[src/hdl/omac_pkg.sv]
// ----------------------------------------------------------------------------
// omac_pkg
// shared types, codes and helper functions of the motor commander
// ----------------------------------------------------------------------------
package omac_pkg;

  localparam int unsigned CFG_IDX_W  = 2;
  localparam int unsigned CFG_DATA_W = 16;
  localparam int unsigned DEC_DIGITS = 3;  // decimal digits an 8-bit distance can have

  // configuration register indexes
  typedef enum logic [CFG_IDX_W-1:0] {
    REG_NEAR_THRESHOLD = 2'd0,
    REG_DISTANCE_LIMIT = 2'd1,
    REG_STOP_TICKS     = 2'd2,
    REG_TURN_TICKS     = 2'd3
  } cfg_reg_e;

  // transaction kinds
  typedef enum logic [1:0] {
    CMD_RX_BYTE = 2'd0,
    CMD_MEASURE = 2'd1,
    CMD_DISPLAY = 2'd2
  } cmd_e;

  // avoidance sequencer
  typedef enum logic [1:0] {
    AV_IDLE = 2'd0,
    AV_STOP = 2'd1,
    AV_TURN = 2'd2
  } avoid_e;

  // received command characters
  localparam logic [7:0] CHAR_AUTO  = 8'h43;
  localparam logic [7:0] CHAR_STOP  = 8'h51;
  localparam logic [7:0] CHAR_BACK  = 8'h53;
  localparam logic [7:0] CHAR_RIGHT = 8'h44;
  localparam logic [7:0] CHAR_LEFT  = 8'h41;
  localparam logic [7:0] CHAR_FWD   = 8'h57;

  // motor drive codes
  localparam logic [3:0] MOTOR_STOP  = 4'h0;
  localparam logic [3:0] MOTOR_FWD   = 4'hA;
  localparam logic [3:0] MOTOR_BACK  = 4'h5;
  localparam logic [3:0] MOTOR_RIGHT = 4'h9;
  localparam logic [3:0] MOTOR_LEFT  = 4'h6;

  // configuration reset values
  localparam logic [7:0]  NEAR_RST  = 8'd10;
  localparam logic [7:0]  LIMIT_RST = 8'd250;
  localparam logic [15:0] STOP_RST  = 16'd1667;
  localparam logic [15:0] TURN_RST  = 16'd8333;

  typedef struct packed {
    logic [1:0] command;
    logic [7:0] rx_byte;
    logic       echo_level;
  } omac_in_t;

  typedef struct packed {
    logic [3:0] motor_code;
    logic [7:0] distance;
    logic       auto_on;
    logic       avoid_busy;
    logic [7:0] segment_code;
    logic [3:0] digit_enable;
  } omac_out_t;

  typedef struct packed {
    logic [7:0]  near_threshold;
    logic [7:0]  distance_limit;
    logic [15:0] stop_ticks;
    logic [15:0] turn_ticks;
  } omac_cfg_t;

  // one decoded transaction, applied in the cycle it leaves the input stage
  typedef struct packed {
    logic       rx;
    logic       measure;
    logic       scan;
    logic [7:0] rx_byte;
    logic       echo_level;
  } omac_step_t;

  // echo timer status toward the drive logic
  typedef struct packed {
    logic       fell;
    logic [7:0] distance;  // latched distance after this step
  } omac_echo_t;

  // decimal digits of an 8-bit value, reciprocal multiplies instead of dividers
  function automatic logic [DEC_DIGITS-1:0][3:0] dec_digits(input logic [7:0] d);
    logic [15:0] p10;
    logic [15:0] p100;
    logic [4:0]  q10;
    logic [1:0]  q100;
    logic [7:0]  r0;
    logic [4:0]  r1;
    logic [DEC_DIGITS-1:0][3:0] res;
    p10  = 16'(d) * 16'd205;  // d / 10 for any 8-bit d
    p100 = 16'(d) * 16'd41;   // d / 100 for d below 256
    q10  = p10[15:11];
    q100 = p100[13:12];
    r0   = d - 8'(8'(q10) * 8'd10);
    r1   = q10 - 5'(5'(q100) * 5'd10);
    res[0] = r0[3:0];
    res[1] = r1[3:0];
    res[2] = {2'b00, q100};
    return res;
  endfunction

  // active-low seven-segment patterns
  function automatic logic [7:0] seg_lookup(input logic [3:0] d);
    logic [7:0] s;
    unique case (d)
      4'd0, 4'd10: s = 8'hC0;
      4'd1, 4'd11: s = 8'hF9;
      4'd2, 4'd12: s = 8'hA4;
      4'd3, 4'd13: s = 8'hB0;
      4'd4, 4'd14: s = 8'h99;
      4'd5, 4'd15: s = 8'h92;
      4'd6:        s = 8'h82;
      4'd7:        s = 8'hF8;
      4'd8:        s = 8'h80;
      4'd9:        s = 8'h90;
      default:     s = 8'hFF;
    endcase
    return s;
  endfunction

endpackage

[src/hdl/omac_scan.sv]
// ----------------------------------------------------------------------------
// omac_scan
// seven-segment digit scanner and segment decode
// ----------------------------------------------------------------------------
module omac_scan #(
  parameter int unsigned DIGIT_COUNT = 4
) (
  input  logic                        clk_i,
  input  logic                        rst_ni,
  input  omac_pkg::omac_step_t        step_i,
  input  logic                        step_en_i,
  input  logic [DIGIT_COUNT-1:0][3:0] digits_i,
  output logic [7:0]                  segment_o,
  output logic [3:0]                  digit_en_o
);
  import omac_pkg::*;

  localparam int unsigned IDX_W = (DIGIT_COUNT > 1) ? $clog2(DIGIT_COUNT) : 1;
  localparam int unsigned EXT_W = (DIGIT_COUNT > 4) ? DIGIT_COUNT : 4;
  localparam logic [DIGIT_COUNT-1:0] TOP_MASK = DIGIT_COUNT'(1) << (DIGIT_COUNT - 1);

  logic [DIGIT_COUNT-1:0] mask_q, mask_d, mask_shift;
  logic [IDX_W-1:0]       idx_q, idx_d;
  logic [IDX_W:0]         idx_inc;
  logic [EXT_W-1:0]       mask_ext;

  assign mask_shift = mask_q >> 1;
  assign idx_inc    = {1'b0, idx_q} + (IDX_W + 1)'(1);

  always_comb begin
    mask_d = mask_q;
    idx_d  = idx_q;
    if (step_en_i && step_i.scan) begin
      if (mask_shift == '0) begin
        mask_d = TOP_MASK;
        idx_d  = '0;
      end else begin
        mask_d = mask_shift;
        if (idx_inc >= (IDX_W + 1)'(DIGIT_COUNT)) idx_d = '0;
        else idx_d = idx_inc[IDX_W-1:0];
      end
    end
  end

  always_ff @(posedge clk_i or negedge rst_ni) begin
    if (!rst_ni) begin
      mask_q <= TOP_MASK;
      idx_q  <= '0;
    end else begin
      mask_q <= mask_d;
      idx_q  <= idx_d;
    end
  end

  assign mask_ext   = EXT_W'(mask_q);
  assign digit_en_o = ~mask_ext[3:0];
  assign segment_o  = seg_lookup(digits_i[idx_q]);

  a_mask_onehot: assert property (@(posedge clk_i) disable iff (!rst_ni)
    $onehot(mask_q))
    else $error("scan mask lost its single bit");

  a_mask_tracks_index: assert property (@(posedge clk_i) disable iff (!rst_ni)
    mask_q == (TOP_MASK >> idx_q))
    else $error("scan mask and digit index disagree");

endmodule

[config.mk]
export PLATFORM = sky130hd
export DESIGN_NAME = omac_scan
export DESIGN_NICKNAME = d
export VERILOG_FILES = /design/src/hdl/omac_pkg.sv /design/src/hdl/omac_scan.sv
export SDC_FILE = /design/constraint.sdc
export NUM_CORES = 1
export LEC_CHECK = 0
export BUFFER_PORTS_ARGS = -buffer_cell sky130_fd_sc_hd__buf_4
export CORE_MARGIN = 10
export CORE_UTILIZATION = 40
export DETAILED_ROUTE_END_ITERATION = 10
export HOLD_SLACK_MARGIN = 0.02
export PLACE_DENSITY = 0.81
export SYNTH_ARGS = -nofsm -noshare
export SYNTH_HDL_FRONTEND = slang
export SYNTH_SLANG_ARGS = --single-unit
export TNS_END_PERCENT = 30
[constraint.sdc]
create_clock -name clk_i -period 2.25 [get_ports clk_i]
set_clock_uncertainty 0.2 [all_clocks]
set_input_delay 0.1125 -clock clk_i [delete_from_list [all_inputs] [get_ports clk_i]]
set_output_delay 0.1125 -clock clk_i [all_outputs]
set_load 0.1 [all_outputs]
==> impl_metrics.tcl, run 1 <==
set metrics [dict create \
    run_status "finished with violations" \
    failed_checks "negative setup slack" \
    clock-root-buffer "sky130_fd_sc_hd__clkbuf_4" \
    gpl.final_weighted_congestion 0.6905 \
    worstSetupStartpointType "register" \
    setup_viol 7 \
    finalWirelength_um 2098 \
    std_cell_rows 14 \
    vias 658 \
    fp.dieH_um 60.18 \
    cts_buffers 3 \
    timing.final.ws_setup_ns -0.2194 \
    netlist_top_cells_area "sky130_fd_sc_hd__dfrtp_1 (19%), sky130_fd_sc_hd__ha_1 (14%), sky130_fd_sc_hd__mux2i_1 (11%)" \
    synthesis.area_sq_um 645.6 \
    fin_tns_setup_ns -1.248 \
    path_class "reg -> out" \
    avgSynthCellArea_sq_um 10.09 \
    use_met1_pct 11.97 \
    layout.area.seq_sq_um 152.6 \
    first_global_vias 721 \
    critical-path-max-stage-delay_ns 0.62 \
    fill_cells 95 \
    finalHoldViolCount 0 \
    antenna_found_initial 0 \
    busiest_layer_in_global_routing "met2" \
    preCtsSetupSlack_ns -0.1469 \
    coreArea_sq_um 1524 \
    syn_nets 102 \
    detailedRoute.firstPassIterationCount 4 \
    max_cap_violations 0 \
    clk-insertion-delay-late_ns 0.25 \
    worst_path_slowest_cell "sky130_fd_sc_hd__mux4_2" \
    grt_overflow_total 0 \
    chipWidth_um 60.18 \
    finalCoreUtilization_pct 82.27 \
    vias_per_cell 5.181 \
    antenna_left 0 \
    gr-usage-met3_pct 3.178 \
    post_drt_wl_per_cell_um 16.52 \
    wire_length_of_the_first_global_routing_pass_um 3270 \
    critical_path.n_buffers_inverters 3 \
    fmaxAchievable_ghz 0.4049 \
    portBuffers 30 \
    path_max_fanout 6 \
    yosysSeqAreaShare_pct 23.45 \
    global_route.usage.total_pct 11.85 \
    final_nets 150 \
    worst_setup_hold_path_clk_slew_ns 0.05 \
    antenna-diode-count 0 \
    end_kind "output pin" \
    synthesis.yosys.warnings 0 \
    area_delta_synth_final_pct 94.19 \
    start_util_pct 42.36 \
    number_of_remaining_drc_errors 0 \
    design.die.area_sq_um 3621 \
    number_of_levels_the_h_tree_was_split_into 1 \
    synth_cell_types 25 \
    finalCriticalPeriod_ns 2.469 \
    postLayoutCellArea_sq_um 1254 \
    worst-endpoint-required_ns 1.94 \
    top_level_ports 43 \
    synth_top_cell_by_area "sky130_fd_sc_hd__dfrtp_1" \
    worst_ep_arrival_time_ns 2.16 \
    crit_path_cell_trace "mux4_2, ha_4, buf_4, inv_1, mux2i_1, and2_2, buf_8" \
    syn-instance-count 64 \
    yosys_register_bits 6 \
    cpLargestDelayFamily "multiplexers" \
    hold_path.class "in -> reg" \
    footprint_of_the_multi_input_gates_sq_um 568.0 \
    synth_largest_type_area_fraction_pct 19.38 \
    dpl-instance-area_sq_um 985.9 \
    cts.path.max_buffers 2 \
    use_met2_pct 21.62 \
    rsz0062_at_grt "true" \
    drive_gt1_share_pct 67.57 \
    tritoncts_clock_tree "done" \
    cts.sink_count 6 \
    detailed_place_hpwl_um 1433 \
    grt_start_max_net_pins 13 \
    post-route-period-util_pct 109.8 \
    detail_route.iter0.violations 16 \
    timing_max_transition_violations_final 0 \
]
repair_timing:
| action | in CTS | in global routing |
|---|---|---|
| cloned | 1 | 0 |
| pin swaps | 5 | 1 |
| setup endpoints to repair | 7 | 7 |
| hold buffers | 2 | 0 |
| hold endpoints to repair | 6 | 0 |
| setup buffers | 3 | 0 |
| gates resized for setup | 41 | 3 |
metal layers:
| layer | part of all wire, % | wire (um) |
|---|---|---|
| met3 | 4.2 | 88 |
| met1 | 37 | 786 |
| met5 | 0 | 0 |
| met2 | 56 | 1174 |
| met4 | 2.3 | 49 |
kinds of logic (layout without fill, tap and decap cells):
| logic type | Yosys count | in the layout | share of synthesized area [%] |
|---|---|---|---|
| AO/OA/AOI/OAI | 9 | 9 | 9.690 |
| XOR/XNOR | 2 | 2 | 2.714 |
| adder cells (fa/ha/maj) | 7 | 7 | 13.57 |
| buffers and inverters | 13 | 59 | 11.63 |
| flip-flops | 6 | 6 | 23.45 |
| multiplexers | 12 | 13 | 27.71 |
| other | 1 | 1 | 0.5808 |
| AND/OR/NAND/NOR | 14 | 14 | 10.66 |
stage by stage:
step / instances / hold slack [ns]
after CTS: 127 / 0.1202
after detailed placement: 117 / -0.2769
final: 127 / 0.1276
after global routing: 127 / 0.1418
after floorplan: 64 / -0.3831
after global placement: 117 / -0.2776
Yosys cell counts:
| master | instances |
|---|---|
| sky130_fd_sc_hd__nand3b_1 | 1 |
| sky130_fd_sc_hd__mux4_1 | 2 |
| sky130_fd_sc_hd__dfstp_2 | 1 |
| sky130_fd_sc_hd__a22o_2 | 1 |
| sky130_fd_sc_hd__mux4_2 | 2 |
| sky130_fd_sc_hd__xor2_1 | 2 |
| sky130_fd_sc_hd__dfrtp_1 | 5 |
| sky130_fd_sc_hd__conb_1 | 1 |
| sky130_fd_sc_hd__nor3_1 | 1 |
| sky130_fd_sc_hd__or3_1 | 1 |
| sky130_fd_sc_hd__inv_1 | 8 |
| sky130_fd_sc_hd__mux2_2 | 1 |
| sky130_fd_sc_hd__nand2_1 | 7 |
| sky130_fd_sc_hd__a21o_1 | 1 |
| sky130_fd_sc_hd__o21ai_0 | 6 |
| sky130_fd_sc_hd__mux2i_1 | 7 |
| sky130_fd_sc_hd__clkbuf_1 | 1 |
| sky130_fd_sc_hd__buf_4 | 1 |
| sky130_fd_sc_hd__nor2_1 | 1 |
| sky130_fd_sc_hd__and3_2 | 1 |
| sky130_fd_sc_hd__a221oi_2 | 1 |
| sky130_fd_sc_hd__buf_6 | 3 |
| sky130_fd_sc_hd__and2_1 | 1 |
| sky130_fd_sc_hd__ha_1 | 7 |
| sky130_fd_sc_hd__and3_1 | 1 |
final timing paths:
| kind | startpoint | end | slack, ns | depth (start not counted) |
|---|---|---|---|---|
| worst max-delay path | idx_q[0] | segment_o[1] | -0.22 | 7 |
| worst min-delay path | step_i[9] | mask_ext[3] | 0.13 | 4 |
| worst max register to register | idx_q[0] | idx_q[0] | 0.89 | 4 |
| worst min register to register | mask_ext[0] | mask_ext[0] | 0.27 | 2 |
| max in group asynchronous | rst_ni | idx_q[0] | 1.03 | 3 |
| min in group asynchronous | rst_ni | mask_ext[3] | 0.14 | 2 |
worst register-to-register path, cell delays in order (launching register included):
cell,delay [ns]
sky130_fd_sc_hd__dfrtp_2,0.43
sky130_fd_sc_hd__buf_4,0.15
sky130_fd_sc_hd__ha_1,0.18
sky130_fd_sc_hd__nor3_1,0.17
sky130_fd_sc_hd__a22o_2,0.16
layout make-up:
cell class                      count  share of cell area, %
Tap cell                           16                  1.597
Sequential cell                     6                  12.18
Clock buffer                        4                  2.096
Multi-Input combinational cell     46                  45.31
Timing Repair Buffer               47                  36.03
Inverter                            8                  2.794
cell usage in the layout (no fill, tap or decap), types with 2 or more instances in the layout:
| cell type | n |
|---|---|
| sky130_fd_sc_hd__buf_12 | 6 |
| sky130_fd_sc_hd__buf_4 | 35 |
| sky130_fd_sc_hd__buf_6 | 3 |
| sky130_fd_sc_hd__clkbuf_4 | 3 |
| sky130_fd_sc_hd__dfrtp_1 | 4 |
| sky130_fd_sc_hd__dlygate4sd3_1 | 2 |
| sky130_fd_sc_hd__ha_1 | 2 |
| sky130_fd_sc_hd__ha_4 | 4 |
| sky130_fd_sc_hd__inv_1 | 5 |
| sky130_fd_sc_hd__inv_4 | 2 |
| sky130_fd_sc_hd__mux2i_2 | 2 |
| sky130_fd_sc_hd__mux2i_4 | 4 |
| sky130_fd_sc_hd__mux4_2 | 5 |
| sky130_fd_sc_hd__nand2_1 | 7 |
| sky130_fd_sc_hd__o21ai_0 | 5 |
| sky130_fd_sc_hd__xor2_1 | 2 |
state kept, by name, indices dropped and copies added, names as in the netlist:
signal and count:
mask_ext 4, idx_q 2
Power of run 1 is not shown: default switching activity piles up to over one toggle a cycle in this logic, so the estimate is an artifact.
==> run 2, diff against run 1 <==
Settings changed: CORE_MARGIN 10 to 2.
==> run 2 against run 1 <==
The run still ends with negative setup slack left; non-clock buffer count grew 2; first-iteration DRC count down 44%; critical path depth did not move; worst hold slack improved by 0.032 ns; setup slack better by 0.022 ns; register-to-register slack worse by 0.04 ns; cell count is 1.6% higher; wire length shrank 5.5%; sequential cell count stayed put; global-route usage is 11 points higher; maximum frequency rose by 0.91%.
==> impl_metrics.tcl, run 2 (synthesis results as in run 1) <==
set metrics [dict create \
    run_status "finished with violations" \
    failed_checks "negative setup slack" \
    top_level_ports 43 \
    design.die.area_sq_um 1951 \
    reg2reg_setup_slack_ns 0.85 \
    layout.cells.most_common "sky130_fd_sc_hd__buf_4" \
    detailed_place_hpwl_um 1193 \
    wire_length_of_the_first_global_routing_pass_um 3139 \
    number_of_remaining_drc_errors 0 \
    vias_per_cell 5.318 \
    number_of_flip_flops_in_the_largest_register 4 \
    post-route-period-util_pct 108.8 \
    std_cell_rows 14 \
    max_cap_violations 0 \
    final_nets 152 \
    fp.dieH_um 44.18 \
    number_of_levels_the_h_tree_was_split_into 1 \
    fill_cells 86 \
    fmaxAchievable_ghz 0.4086 \
    rsz0062_at_grt "true" \
    cts.sink_count 6 \
    vias 686 \
    timing.final.ws_setup_ns -0.1971 \
    first_global_vias 679 \
    path_class "reg -> out" \
    antenna-diode-count 0 \
    portBuffers 30 \
    most_frequent_cells_in_the_layout "sky130_fd_sc_hd__buf_4 (36), sky130_fd_sc_hd__nand2_1 (7), sky130_fd_sc_hd__buf_12 (7)" \
    cts_buffers 3 \
    chipWidth_um 44.18 \
    grt_overflow_total 0 \
    drive_gt1_share_pct 69.91 \
    worst_ep_arrival_time_ns 2.13 \
    cts.path.max_buffers 2 \
    worst-endpoint-required_ns 1.94 \
    global_route.usage.total_pct 22.72 \
    coreArea_sq_um 1506 \
    dpl-instance-area_sq_um 985.9 \
    finalWirelength_um 1983 \
    worst_setup_hold_path_clk_slew_ns 0.05 \
    finalCriticalPeriod_ns 2.447 \
    end_kind "output pin" \
    hold_path.class "in -> async" \
    detailedRoute.firstPassIterationCount 6 \
    antenna_found_initial 0 \
    timing_max_transition_violations_final 0 \
    clock-root-buffer "sky130_fd_sc_hd__clkbuf_4" \
    start_util_pct 42.86 \
    gpl.final_weighted_congestion 0.6957 \
    tritoncts_clock_tree "done" \
    detail_route.iter0.violations 9 \
    clk-insertion-delay-late_ns 0.25 \
    antenna_left 0 \
    postLayoutCellArea_sq_um 1275 \
    grt_start_max_net_pins 13 \
    setup_viol 7 \
    finalHoldViolCount 0 \
    path_max_fanout 4 \
    reg2reg_from "idx_q[0]" \
    worstSetupStartpointType "register" \
    post_drt_wl_per_cell_um 15.37 \
    fin_tns_setup_ns -1.044 \
    startpoint "idx_q[0]" \
    area_delta_synth_final_pct 97.48 \
]
[run 2: layout make-up]
class | count | area (sq um) | area share [%]
multi-input cells | 46 | 568.0 | 44.55
repair buffers | 49 | 475.5 | 37.29
flip-flops and latches | 6 | 152.6 | 11.97
inverters | 8 | 32.53 | 2.552
clock buffers | 4 | 26.28 | 2.061
well taps | 16 | 20.02 | 1.570
[run 2: per-stage QoR]
| step | hold WS (ns) | utilization [%] | setup slack, ns | std cells |
|---|---|---|---|---|
| 2_1_floorplan | -0.3831 | - | -0.2616 | 64 |
| 3_3_place_gp | -0.2779 | 65.45 | -0.1073 | 117 |
| 3_5_place_dp | -0.2778 | 65.45 | -0.1352 | 117 |
| 4_1_cts | 0.1383 | 84.14 | -0.1882 | 128 |
| 5_1_grt | 0.1670 | 84.63 | -0.2711 | 129 |
| 6_report | 0.1594 | 84.63 | -0.1971 | 129 |
[run 2: worst paths after layout]
check,to,depth (start not counted)
min reg2reg,mask_ext[0],2
min,mask_ext[3],2
max reg2reg,idx_q[0],4
max in group asynchronous,idx_q[0],3
max,segment_o[4],7
min in group clk_i,idx_q[1],4
[run 2: worst max-delay path, stage by stage (launching register included)]
cell                      delay, ns
sky130_fd_sc_hd__dfrtp_2       0.43
sky130_fd_sc_hd__mux4_2        0.43
sky130_fd_sc_hd__inv_4         0.07
sky130_fd_sc_hd__buf_6         0.12
sky130_fd_sc_hd__ha_2          0.16
sky130_fd_sc_hd__mux2_4        0.28
sky130_fd_sc_hd__mux2i_4       0.18
sky130_fd_sc_hd__buf_12        0.20
[run 2: repair_timing]
| action | 4_1_cts | 5_1_grt |
|---|---|---|
| endpoints found under the hold margin | 6 | 0 |
| hold buffers | 2 | 0 |
| endpoints found under the setup margin | 7 | 7 |
| gates cloned | 1 | 0 |
| pin swaps | 4 | 0 |
| gates resized for setup | 47 | 0 |
| setup buffers | 4 | 1 |
[run 2: layer usage]
layer,up-vias,wire length (um),global-route usage [%],share of wire (%)
met5,-,0,0,0
met4,0,48,10.91,2.4
met3,7,73,3.265,3.7
met2,34,1125,42.06,57
met1,322,736,25.13,37
li1,323,-,-,-
Power of run 2 is left out for the same reason.
==> run 3, diff against run 2 <==
Settings changed: PLACE_DENSITY 0.81 to 0.88.
==> run 3 against run 2 <==
Critical path type unchanged; final area is 2.2% lower; the flow still finishes with violations (negative setup slack); critical path depth stayed put; register-to-register slack worse by 0.08 ns; non-clock buffer count is 2 lower; cell count is 1.6% lower; count of clock-buffer cells in the layout stayed put; sequential share of layout area is 0.16 points higher; maximum frequency is 0.65% lower; setup slack worse by 0.016 ns; worst hold slack worse by 0.017 ns.
==> impl_metrics.tcl, run 3 (synthesis results as in run 1) <==
set metrics [dict create \
    run_status "finished with violations" \
    failed_checks "negative setup slack" \
    reg2reg_setup_slack_ns 0.77 \
    layout.area.seq_sq_um 151.4 \
    first_global_vias 691 \
    gpl.final_weighted_congestion 0.7503 \
    footprint_of_the_multi_input_gates_sq_um 556.8 \
    grt_start_max_net_pins 13 \
    number_of_remaining_drc_errors 0 \
    top_level_ports 43 \
    design.die.area_sq_um 1951 \
    antenna_left 0 \
    worst-endpoint-required_ns 1.94 \
    finalHoldViolCount 0 \
    worstSetupStartpointType "register" \
    area_delta_synth_final_pct 93.22 \
    worst_setup_hold_path_clk_slew_ns 0.05 \
    vias 684 \
    grt_overflow_total 0 \
    min_delay_path_depth 4 \
    number_of_levels_the_h_tree_was_split_into 1 \
    final_nets 150 \
    timing_max_transition_violations_final 0 \
    number_of_flip_flops_in_the_largest_register 4 \
    rsz0062_at_grt "true" \
    clk-insertion-delay-late_ns 0.24 \
    setup_viol 7 \
    cts.path.max_buffers 2 \
    cts_buffers 3 \
    timing.final.ws_setup_ns -0.2131 \
    holdPathEnd "mask_ext[3]" \
    instances_no_fill 127 \
    drive_gt1_share_pct 68.47 \
    post-route-period-util_pct 109.5 \
    fill_cells 89 \
    most_frequent_cells_in_the_layout "sky130_fd_sc_hd__buf_4 (33), sky130_fd_sc_hd__nand2_1 (7), sky130_fd_sc_hd__buf_12 (6)" \
    reg2reg_from "idx_q[0]" \
    end_kind "output pin" \
    antenna_found_initial 0 \
    finalCriticalPeriod_ns 2.463 \
    start_util_pct 42.86 \
    antenna-diode-count 0 \
    whs_ns 0.1426 \
    worst_ep_arrival_time_ns 2.15 \
    preCtsSetupSlack_ns -0.06380 \
    tritoncts_clock_tree "done" \
    coreArea_sq_um 1506 \
    detail_route.iter0.violations 9 \
    placed_cell_count 115 \
    finalWirelength_um 2124 \
    path_max_fanout 5 \
    path_class "reg -> out" \
    detailed_place_hpwl_um 1287 \
    reg2reg_depth 5 \
    cts.sink_count 6 \
    fmaxAchievable_ghz 0.4060 \
    critical_path.reg2reg.endpoint "idx_q[0]" \
    vias_per_cell 5.386 \
    max_cap_violations 0 \
    wire_length_of_the_first_global_routing_pass_um 3222 \
    portBuffers 30 \
    fp.dieH_um 44.18 \
    post_drt_wl_per_cell_um 16.72 \
    hold_path.class "in -> reg" \
    global_route.usage.total_pct 23.67 \
    std_cell_rows 14 \
    detailedRoute.firstPassIterationCount 4 \
    layout.cells.most_common "sky130_fd_sc_hd__buf_4" \
    chipWidth_um 44.18 \
    clock-root-buffer "sky130_fd_sc_hd__clkbuf_4" \
    hp-start "step_i[9]" \
]
==> run 3: area by class of cell <==
type | instances | area share [%]
Inverter | 8 | 2.407
Multi-Input combinational cell | 46 | 44.63
Clock buffer | 4 | 2.106
Sequential cell | 6 | 12.14
Timing Repair Buffer | 47 | 37.11
Tap cell | 16 | 1.605
==> run 3: what timing repair did <==
item | CTS | global route
gates cloned | 1 | 0
hold buffers | 2 | 0
gates resized for setup | 30 | 11
hold endpoints to repair | 6 | 0
setup buffers | 3 | 2
endpoints found under the setup margin | 7 | 7
pin swaps | 3 | 1
==> run 3: per-stage QoR <==
step	instance area, sq um	TNS (ns)	utilization [%]
after floorplan	695.7	-1.257	-
after global placement	970.9	-0.06363	64.45
after detailed placement	970.9	-0.1895	64.45
after CTS	1190	-1.300	78.99
after global routing	1247	-1.926	82.81
final	1247	-1.318	82.81
==> run 3: how the worst max path moves through the flow <==
stage | from | end | slack (ns) | cells after the start
3_5_place_dp | idx_q[0] | segment_o[0] | -0.06 | 5
4_1_cts | idx_q[0] | segment_o[5] | -0.20 | 5
2_1_floorplan | idx_q[0] | segment_o[3] | -0.26 | 7
3_3_place_gp | idx_q[0] | segment_o[0] | -0.03 | 5
5_1_grt | idx_q[0] | segment_o[3] | -0.30 | 7
6_report | idx_q[0] | segment_o[2] | -0.21 | 7
==> run 3: critical path, cell delays in order (launching register included) <==
cell	delay [ns]
sky130_fd_sc_hd__dfrtp_1	0.41
sky130_fd_sc_hd__mux4_2	0.61
sky130_fd_sc_hd__inv_2	0.10
sky130_fd_sc_hd__buf_6	0.12
sky130_fd_sc_hd__ha_4	0.13
sky130_fd_sc_hd__and3_4	0.18
sky130_fd_sc_hd__a21o_1	0.15
sky130_fd_sc_hd__buf_12	0.19
==> run 3: per-layer routing <==
| layer | track usage (%) | wire length (um) |
|---|---|---|
| met1 | 24.41 | 731 |
| met2 | 46.18 | 1274 |
| met3 | 2.449 | 57 |
| met4 | 12.12 | 61 |
| met5 | 0 | 0 |
Power of run 3 is left out for the same reason.
